## config.mk

```make
export PLATFORM = sky130hd
export DESIGN_NAME = tlbp_way_logic
export DESIGN_NICKNAME = d
export VERILOG_FILES = /design/src/rtl/tlbp_pkg.sv /design/src/rtl/tlbp_way_logic.sv
export SDC_FILE = /design/constraint.sdc
export NUM_CORES = 1
export LEC_CHECK = 0
export BUFFER_PORTS_ARGS = -buffer_cell sky130_fd_sc_hd__buf_2
export CAP_MARGIN = 20
export CORE_AREA = 2 2 157 159
export DETAILED_ROUTE_END_ITERATION = 7
export DIE_AREA = 0 0 159 161
export PLACE_DENSITY = 0.48
export SLEW_MARGIN = 40
export SYNTH_ARGS = -nofsm -noshare
export SYNTH_HDL_FRONTEND = slang
export SYNTH_SLANG_ARGS = --single-unit
```

## constraint.sdc

```tcl
create_clock -name vclk -period 4.7
set_clock_uncertainty 0.05 [all_clocks]
set_input_delay 0.705 -clock vclk [all_inputs]
set_output_delay 0.705 -clock vclk [all_outputs]
set_load 0.01 [all_outputs]
```

## src/rtl/tlbp_pkg.sv

```systemverilog
`default_nettype none
// ----------------------------------------------------------------------------
// tlbp_pkg
// Shared constants for the two-level branch predictor: field widths,
// request kind codes and the reset value of the address shift register.
// ----------------------------------------------------------------------------
package tlbp_pkg;

	localparam int ADDR_W  = 64;
	localparam int TAG_W   = 32;
	localparam int SHIFT_W = 2;

	localparam logic [SHIFT_W-1:0] SHIFT_RESET = 2'd2;

	// request kinds
	localparam logic KIND_PREDICT = 1'b0;
	localparam logic KIND_UPDATE  = 1'b1;

endpackage : tlbp_pkg
`default_nettype wire

```

## src/rtl/tlbp_way_logic.sv

```systemverilog
`default_nettype none
// ----------------------------------------------------------------------------
// tlbp_way_logic
// Tag compare over all ways of one history set, and the next contents of
// that set for an update: history shift on a hit, refill of the least
// recent way on a miss, and the move of the touched way to most recent.
// ----------------------------------------------------------------------------
module tlbp_way_logic
	import tlbp_pkg::*;
#(
	parameter int WAYS = 4,
	parameter int HB   = 10,
	parameter int WB   = 2
) (
	input  wire logic [WAYS*(TAG_W+1+HB+WB)-1:0] row_in,
	input  wire logic [TAG_W-1:0]                tag,
	input  wire logic                            taken,
	output logic                                 hit,
	output logic [HB-1:0]                        old_hist,
	output logic [WAYS*(TAG_W+1+HB+WB)-1:0]      row_out
);

	typedef struct packed {
		logic [WAYS-1:0][TAG_W-1:0] tags;
		logic [WAYS-1:0]            valid;
		logic [WAYS-1:0][HB-1:0]    hist;
		logic [WAYS-1:0][WB-1:0]    order;
	} row_t;

	row_t          cur;
	row_t          nxt;
	logic [WB-1:0] hit_way;
	logic [WB-1:0] sel_way;
	logic [WB-1:0] pos;

	assign cur = row_t'(row_in);

	// tags of valid ways are distinct, so at most one way matches
	always_comb begin
		hit     = 1'b0;
		hit_way = '0;
		for (int w = WAYS - 1; w >= 0; w--) begin
			if (cur.valid[w] && cur.tags[w] == tag) begin
				hit     = 1'b1;
				hit_way = WB'(w);
			end
		end
	end

	assign old_hist = cur.hist[hit_way];
	assign sel_way  = hit ? hit_way : cur.order[0];

	always_comb begin
		pos = '0;
		for (int i = 0; i < WAYS; i++) begin
			if (cur.order[i] == sel_way) begin
				pos = WB'(i);
			end
		end
	end

	always_comb begin
		nxt = cur;
		if (hit) begin
			nxt.hist[hit_way] = HB'({old_hist, taken});
		end else begin
			nxt.tags[sel_way]  = tag;
			nxt.valid[sel_way] = 1'b1;
			nxt.hist[sel_way]  = HB'(taken);
		end
		// close the gap at pos, put the touched way on top
		for (int i = 0; i < WAYS - 1; i++) begin
			nxt.order[i] = (WB'(i) < pos) ? cur.order[i] : cur.order[i+1];
		end
		nxt.order[WAYS-1] = sel_way;
	end

	assign row_out = nxt;

endmodule : tlbp_way_logic
`default_nettype wire

```

==> impl_metrics.json, run 1 <==
{
  "final.setup.tns_ps": 0,
  "synth_top_area_frac": 0.201,
  "cap_violations": 0,
  "endpoint_kind": "primary output",
  "first_global_vias": 6513,
  "synth_top_area_cell": "xor2_1",
  "path_max_fanout": 33,
  "crit_arrival_ps": 3770,
  "path_class": "in2out",
  "seq_area_frac_synth": 0,
  "final_hold_viol_count": 0,
  "layout-drive-gt1-share": 0.592,
  "wirelength_um": 31600,
  "via_per_inst": 4.84,
  "dr.pass1.iters": 6,
  "grt_max_degree": 34,
  "ys.warnings.count": 0,
  "power_density_nw_per_um2": 109,
  "nFillCells": 2732,
  "seq_cell_count": 0,
  "finalSetupViolCount": 0,
  "synth_common_cells": "xor2_1, mux2_2, nand2_1",
  "power.leakage_nw": 3.58,
  "synthCells": 583,
  "cts_hold_buf": 0,
  "fin_crit_ps": 4530,
  "fp.dieH_um": 161,
  "start_util": 0.199,
  "core-area_um2": 24000,
  "worstMarginPinSlew_ps": 621,
  "ys_types": 53,
  "dpl_cell_area_um2": 7310,
  "rsz0062_at_grt": "false",
  "overflow": 0,
  "wl_per_cell_um": 24.1,
  "finalMaxSlewViolations": 0,
  "finalNetCount": 1203,
  "status": "finished clean",
  "yosys.cell_count.top_type": "xor2_1",
  "p_total_mw": 0.800,
  "io_pins": 404,
  "critPathLaunch": "tag[7]",
  "critPathLaunchType": "input port",
  "die_area_um2": 25600,
  "grt_use_total": 0.234,
  "wl_met3_um": 2010,
  "final-seq-area_um2": 0,
  "synthTopCellsByArea": "xor2_1, mux2_2, mux2_4, mux2_1, nor4_1",
  "relSlewSlack": 0.585,
  "wl_met1_um": 12400,
  "dp_hpwl_um": 27700,
  "crit_path_end": "row_out[130]",
  "ir_drop_mv": 0.0668,
  "fmax_mhz": 221,
  "grt_pass1_wl_um": 44600,
  "critical_path_required_ps": 3940,
  "die_w_um": 159,
  "netlist_area_um2": 4760,
  "period_share": 0.964,
  "dr_wl_met2_um": 16300,
  "top_layer_used": "met4",
  "drt_iter0_drc": 428,
  "gp_congestion": 0.899,
  "antenna_found_initial": 1,
  "drc_errors": 0,
  "design_area_um2": 7350,
  "vias": 6359,
  "hold_path_class": "in2out",
  "rows": 57,
  "n_clock_buffer": 0,
  "io_buffers": 404,
  "postSynthAreaPerCell_um2": 8.16,
  "area_delta_synth_final_pct": 54.4,
  "synth_fp_nets": 796,
  "ant_nets": 0
}
per-layer routing:
layer	global-route usage	vias up
met5	0	-
met4	0.0690	0
met3	0.0362	45
met2	0.447	350
met1	0.267	3002
li1	-	2962
how the worst min path moves through the flow:
stage                      startpoint           end  slack, ps  depth (start not counted)
final                      row_in[51]   row_out[51]       1680                          3
after global routing      row_in[123]  row_out[123]       1700                          3
after CTS                 row_in[147]  row_out[147]       1680                          3
after detailed placement  row_in[147]  row_out[147]       1680                          3
after global placement     row_in[51]   row_out[51]       1680                          3
after floorplan            row_in[48]   row_out[48]       1470                          1
critical path, cell delays in order:
cell,delay (ps)
buf_2,300
xnor2_1,200
nor4b_2,230
nand4_1,210
or4_4,640
nand2_1,180
o21ai_2,80
inv_2,80
buf_4,140
nand2_2,80
nor2_4,100
buf_12,210
mux2_1,400
buf_2,160
metrics by stage:
step	setup WS (ps)	hold slack (ps)	cells	util
floorplan	709	1470	583	-
global placement	64.2	1680	1309	0.305
detailed placement	56.4	1680	1309	0.305
CTS	52.2	1680	1309	0.305
global route	11.2	1700	1313	0.307
finish	171	1680	1313	0.307
report_power, final:
group             total, mW  leakage (nW)  switching (mW)  internal, mW
sequential                0             0               0             0
combinational         0.800          3.58           0.452         0.348
clock          0.0000000285    0.00000634               0  0.0000000285
cell usage in the layout (no fill, tap or decap), types with 19 or more instances in the layout:
cell	netlist	routed
buf_2	37	403
xor2_1	109	109
mux2_2	68	68
nand2_1	57	57
buf_4	3	51
nor4_1	47	46
mux2_1	34	34
mux2_4	30	30
xnor2_1	20	19
o21ai_0	19	19
what timing repair did:
action	CTS	global route
endpoints found under the setup margin	0	32
setup buffers	0	3
resized for setup	0	3
cell type report:
class / instances / area (um^2) / share of cell area
timing repair buffer: 459 / 2490 / 0.338
inverter: 12 / 45.0 / 0.00613
tap: 324 / 405 / 0.0552
antenna: 1 / 2.50 / 0.000341
multi-input combinational: 517 / 4410 / 0.600
logic make-up (layout without fill, tap and decap cells):
logic type,after synthesis,after routing,synth area share
xor+xnor,129,129,0.237
simple gates,185,185,0.228
other cells,0,1,0
mux,140,140,0.353
compound gates,63,63,0.105
buf+inv,66,471,0.0768
No activity file was read; power rests on OpenSTA's default activity.
==> run 2: changes to the inputs <==
REMOVE_ABC_BUFFERS = 1   (was not set)
==> run 2 against run 1 <==
Net effect: critical path depth grew 1; sequential share of layout area is the same; clock-buffer cell count is the same; combinational power is essentially flat; routed wire length shrank 5.7%; utilization shrank 0.32 points; die area is the same; critical path type unchanged; flip-flop and latch count is the same; highest routed layer unchanged.
==> impl_metrics.json, run 2 (synthesis results as in run 1) <==
{
  "status": "finished clean",
  "finalSetupViolCount": 0,
  "fp.dieH_um": 161,
  "start_util": 0.199,
  "place_ws_ps": 96.5,
  "cts_hold_buf": 0,
  "grt_use_total": 0.216,
  "n_clock_buffer": 0,
  "first_global_vias": 6368,
  "finalNetCount": 1186,
  "combPwrFrac": 1.000,
  "p_total_mw": 0.797,
  "grt_pass1_wl_um": 42000,
  "overflow": 0,
  "wl_per_cell_um": 23.0,
  "rsz0062_at_grt": "false",
  "period_share": 0.966,
  "crit_arrival_ps": 3790,
  "final-seq-area_um2": 0,
  "p_sw_mw": 0.450,
  "die_w_um": 159,
  "cap_violations": 0,
  "finalMaxSlewViolations": 0,
  "power_frac_clock": 0,
  "final_cell_mix": "buf_2, xor2_1, mux2_2, nand2_1, nor4_1",
  "ant_nets": 0,
  "final_common_cell": "buf_2",
  "hold_path_class": "in2out",
  "layout-drive-gt1-share": 0.587,
  "rows": 57,
  "dp_hpwl_um": 26400,
  "final_hold_viol_count": 0,
  "internal_power_mw": 0.347,
  "io_pins": 404,
  "worstMarginPinSlew_ps": 682,
  "relSlewSlack": 0.541,
  "critPathLaunchType": "input port",
  "nFillCells": 2669,
  "power_density_nw_per_um2": 110,
  "io_buffers": 404,
  "hp-start": "row_in[17]",
  "multi_input_area_um2": 4420,
  "seq_cell_count": 0,
  "vias": 6229,
  "hold_path_end": "old_hist[9]",
  "die_area_um2": 25600,
  "antenna_found_initial": 1,
  "drt_iter0_drc": 346,
  "grt_max_degree": 29,
  "via_per_inst": 4.81,
  "wirelength_um": 29800,
  "ir_drop_mv": 0.0451,
  "core-area_um2": 24000,
  "timing.hold.worst_path_depth": 4,
  "finish.utilization": 0.303,
  "swShare": 0.564,
  "drc_errors": 0,
  "power.leakage_nw": 3.52,
  "dr.pass1.iters": 6,
  "gp_congestion": 0.996,
  "final.setup.tns_ps": 0,
  "share_seq_of_total_power": 0,
  "path_max_fanout": 14,
  "critPathLaunch": "tag[10]",
  "endpoint_kind": "primary output",
  "path_class": "in2out",
  "fmax_mhz": 220,
  "area_delta_synth_final_pct": 52.8,
  "fin_crit_ps": 4540,
  "critical_path_required_ps": 3940,
  "setup_ws_ps": 158
}
==> run 2: worst max path at each step <==
stage / end / slack, ps / depth (start not counted)
final: row_out[52] / 160 / 15
after global routing: row_out[0] / 10 / 12
after CTS: row_out[52] / 90 / 14
after detailed placement: row_out[52] / 100 / 13
after global placement: row_out[52] / 100 / 13
after floorplan: row_out[52] / -420 / 9
==> run 2: worst max-delay path, cell delays in order <==
cell	delay [ps]
buf_2	160
buf_4	160
xor2_1	180
nor4_1	280
nand4_1	250
nor4b_2	280
nand4_1	220
o41a_1	230
o21ai_2	140
inv_2	120
nor3_4	190
buf_4	170
buf_12	170
mux2_2	350
buf_2	140
==> run 2: timing repair <==
action | CTS | global route
resized for setup | 0 | 3
setup endpoints to repair | 0 | 24
setup buffers | 0 | 2
==> run 2: power by group through the flow <==
stage               logic [mW]  registers, mW  clock network (mW)
CTS                      0.800              0                   0
floorplan                0.371              0                   0
finish                   0.797              0        0.0000000231
global route             0.853              0                   0
detailed placement       0.796              0                   0
global placement         0.798              0                   0
==> run 2: cell type report <==
class / instances / share of cell area
Timing Repair Buffer: 442 / 0.330
Tap cell: 324 / 0.0557
Multi-Input combinational cell: 517 / 0.608
Inverter: 12 / 0.00619
Antenna cell: 1 / 0.000344
==> run 2: routing by layer <==
metal	GRT usage	routed length, um
met1	0.253	11900
met2	0.434	16000
met3	0.0234	1600
met4	0.0165	282
met5	0	0
==> run 2: metrics by stage <==
| step | hold WS (ps) | cells | instance area, um^2 |
|---|---|---|---|
| finish | 1660 | 1296 | 7270 |
| detailed placement | 1660 | 1292 | 7210 |
| CTS | 1660 | 1292 | 7210 |
| global placement | 1660 | 1292 | 7210 |
| floorplan | 1470 | 529 | 4440 |
| global route | 1690 | 1295 | 7270 |
==> run 3: changes to the inputs <==
PLACE_DENSITY = not set   (was 0.48)
PLACE_DENSITY_LB_ADDON = 0.1   (was not set)
==> run 3 against run 2 <==
Net effect: via count fell by 2.2%; setup slack about the same; critical path depth down 1; design area is 0.74% lower; worst hold slack improved by 2.5 ps; first-iteration DRC count down 5.8%; clock-buffer cell count unchanged; final cell count down 0.39%; combinational power decreased by 1%; critical path type unchanged.
==> impl_metrics.json, run 3 (synthesis results as in run 1) <==
{
  "power_density_nw_per_um2": 109,
  "rsz0062_at_grt": "false",
  "wirelength_um": 29600,
  "start_util": 0.199,
  "cap_violations": 0,
  "wl_met3_um": 1820,
  "die_w_um": 159,
  "wl_per_cell_um": 22.9,
  "path_cells": "buf_2 > buf_4 > xor2_1 > nor4_1 > nand4_1 > nor4b_2 > nand4_1 > o41a_1 > o21ai_2 > inv_2 > nor3_4 > buf_12 > mux2_2 > buf_2",
  "final_common_cell": "buf_2",
  "dp_hpwl_um": 25800,
  "dr.pass1.iters": 4,
  "crit_arrival_ps": 3790,
  "grt_max_degree": 32,
  "drc_errors": 0,
  "io_buffers": 404,
  "dr_wl_met2_um": 15300,
  "crit_buf_inv": 5,
  "ant_nets": 0,
  "wl_met1_um": 12300,
  "antenna_found_initial": 4,
  "overflow": 0,
  "io_pins": 404,
  "slowest_stage": "mux2_2",
  "fp.dieH_um": 161,
  "drt_iter0_drc": 326,
  "grt_pass1_wl_um": 41600,
  "n_clock_buffer": 0,
  "critical_path_required_ps": 3940,
  "gp_congestion": 0.822,
  "finish.utilization": 0.301,
  "hold_path_class": "in2out",
  "final_hold_viol_count": 0,
  "path_class": "in2out",
  "critical_path.top_delay_family": "simple AND/OR/NAND/NOR gates",
  "fin_crit_ps": 4540,
  "endpoint_kind": "primary output",
  "design_area_um2": 7220,
  "first_global_vias": 6278,
  "status": "finished clean",
  "vias": 6089,
  "core-area_um2": 24000,
  "finalSetupViolCount": 0,
  "die_area_um2": 25600,
  "via_per_inst": 4.72,
  "power.leakage_nw": 3.47,
  "seq_cell_count": 0,
  "final-seq-area_um2": 0,
  "fmax_mhz": 220,
  "path_max_fanout": 24,
  "period_share": 0.966,
  "area_delta_synth_final_pct": 51.7,
  "finalNetCount": 1179,
  "crit_path_max_incr_delay_ps": 360,
  "ir_drop_mv": 0.0384,
  "layout-drive-gt1-share": 0.582,
  "grt_use_total": 0.216,
  "worstMarginPinSlew_ps": 750,
  "rows": 57,
  "finalMaxSlewViolations": 0,
  "dpl_cell_area_um2": 7200,
  "relSlewSlack": 0.496,
  "critPathLaunchType": "input port",
  "top_layer_used": "met4",
  "final_cell_mix": "buf_2, xor2_1, mux2_2, nand2_1, nor4_1"
}
run 3: path summary, 6_finish.rpt:
path / from / end / slack [ps] / cells past startpoint
worst max-delay path: tag[0] / row_out[52] / 160 / 14
worst min-delay path: row_in[17] / old_hist[9] / 1660 / 4
run 3: power breakdown:
group | switching [mW] | internal [mW]
clock | 0 | 0.0000000857
combinational | 0.443 | 0.343
sequential | 0 | 0
run 3: repair_timing:
| action | in CTS | in global routing |
|---|---|---|
| setup buffers | 0 | 1 |
| endpoints found under the setup margin | 0 | 53 |
| hold endpoints to repair | 0 | 0 |
| resized for setup | 0 | 1 |
| hold buffers | 0 | 0 |
run 3: per-stage QoR:
stage          hold WS (ps)  instances  total power [mW]  TNS, ps  worst slack, ps
2_1_floorplan          1470        529             0.371   -14230             -420
6_report               1660       1291             0.786        0              158
4_1_cts                1670       1287             0.796        0             67.2
3_5_place_dp           1670       1287             0.792        0             92.2
3_3_place_gp           1670       1287             0.795        0              130
5_1_grt                1690       1291             0.846        0             25.0
run 3: area by class of cell:
type                            count  area (um^2)
Inverter                           12         45.0
Antenna cell                        3         7.51
Tap cell                          324          405
Timing Repair Buffer              435         2350
Fill cell                        2766        16700
Multi-Input combinational cell    517         4410
run 3: metal layers:
layer,track usage,up-vias
met4,0.0227,0
met5,0,-
met3,0.0336,12
met1,0.261,2869
met2,0.415,289
li1,-,2919
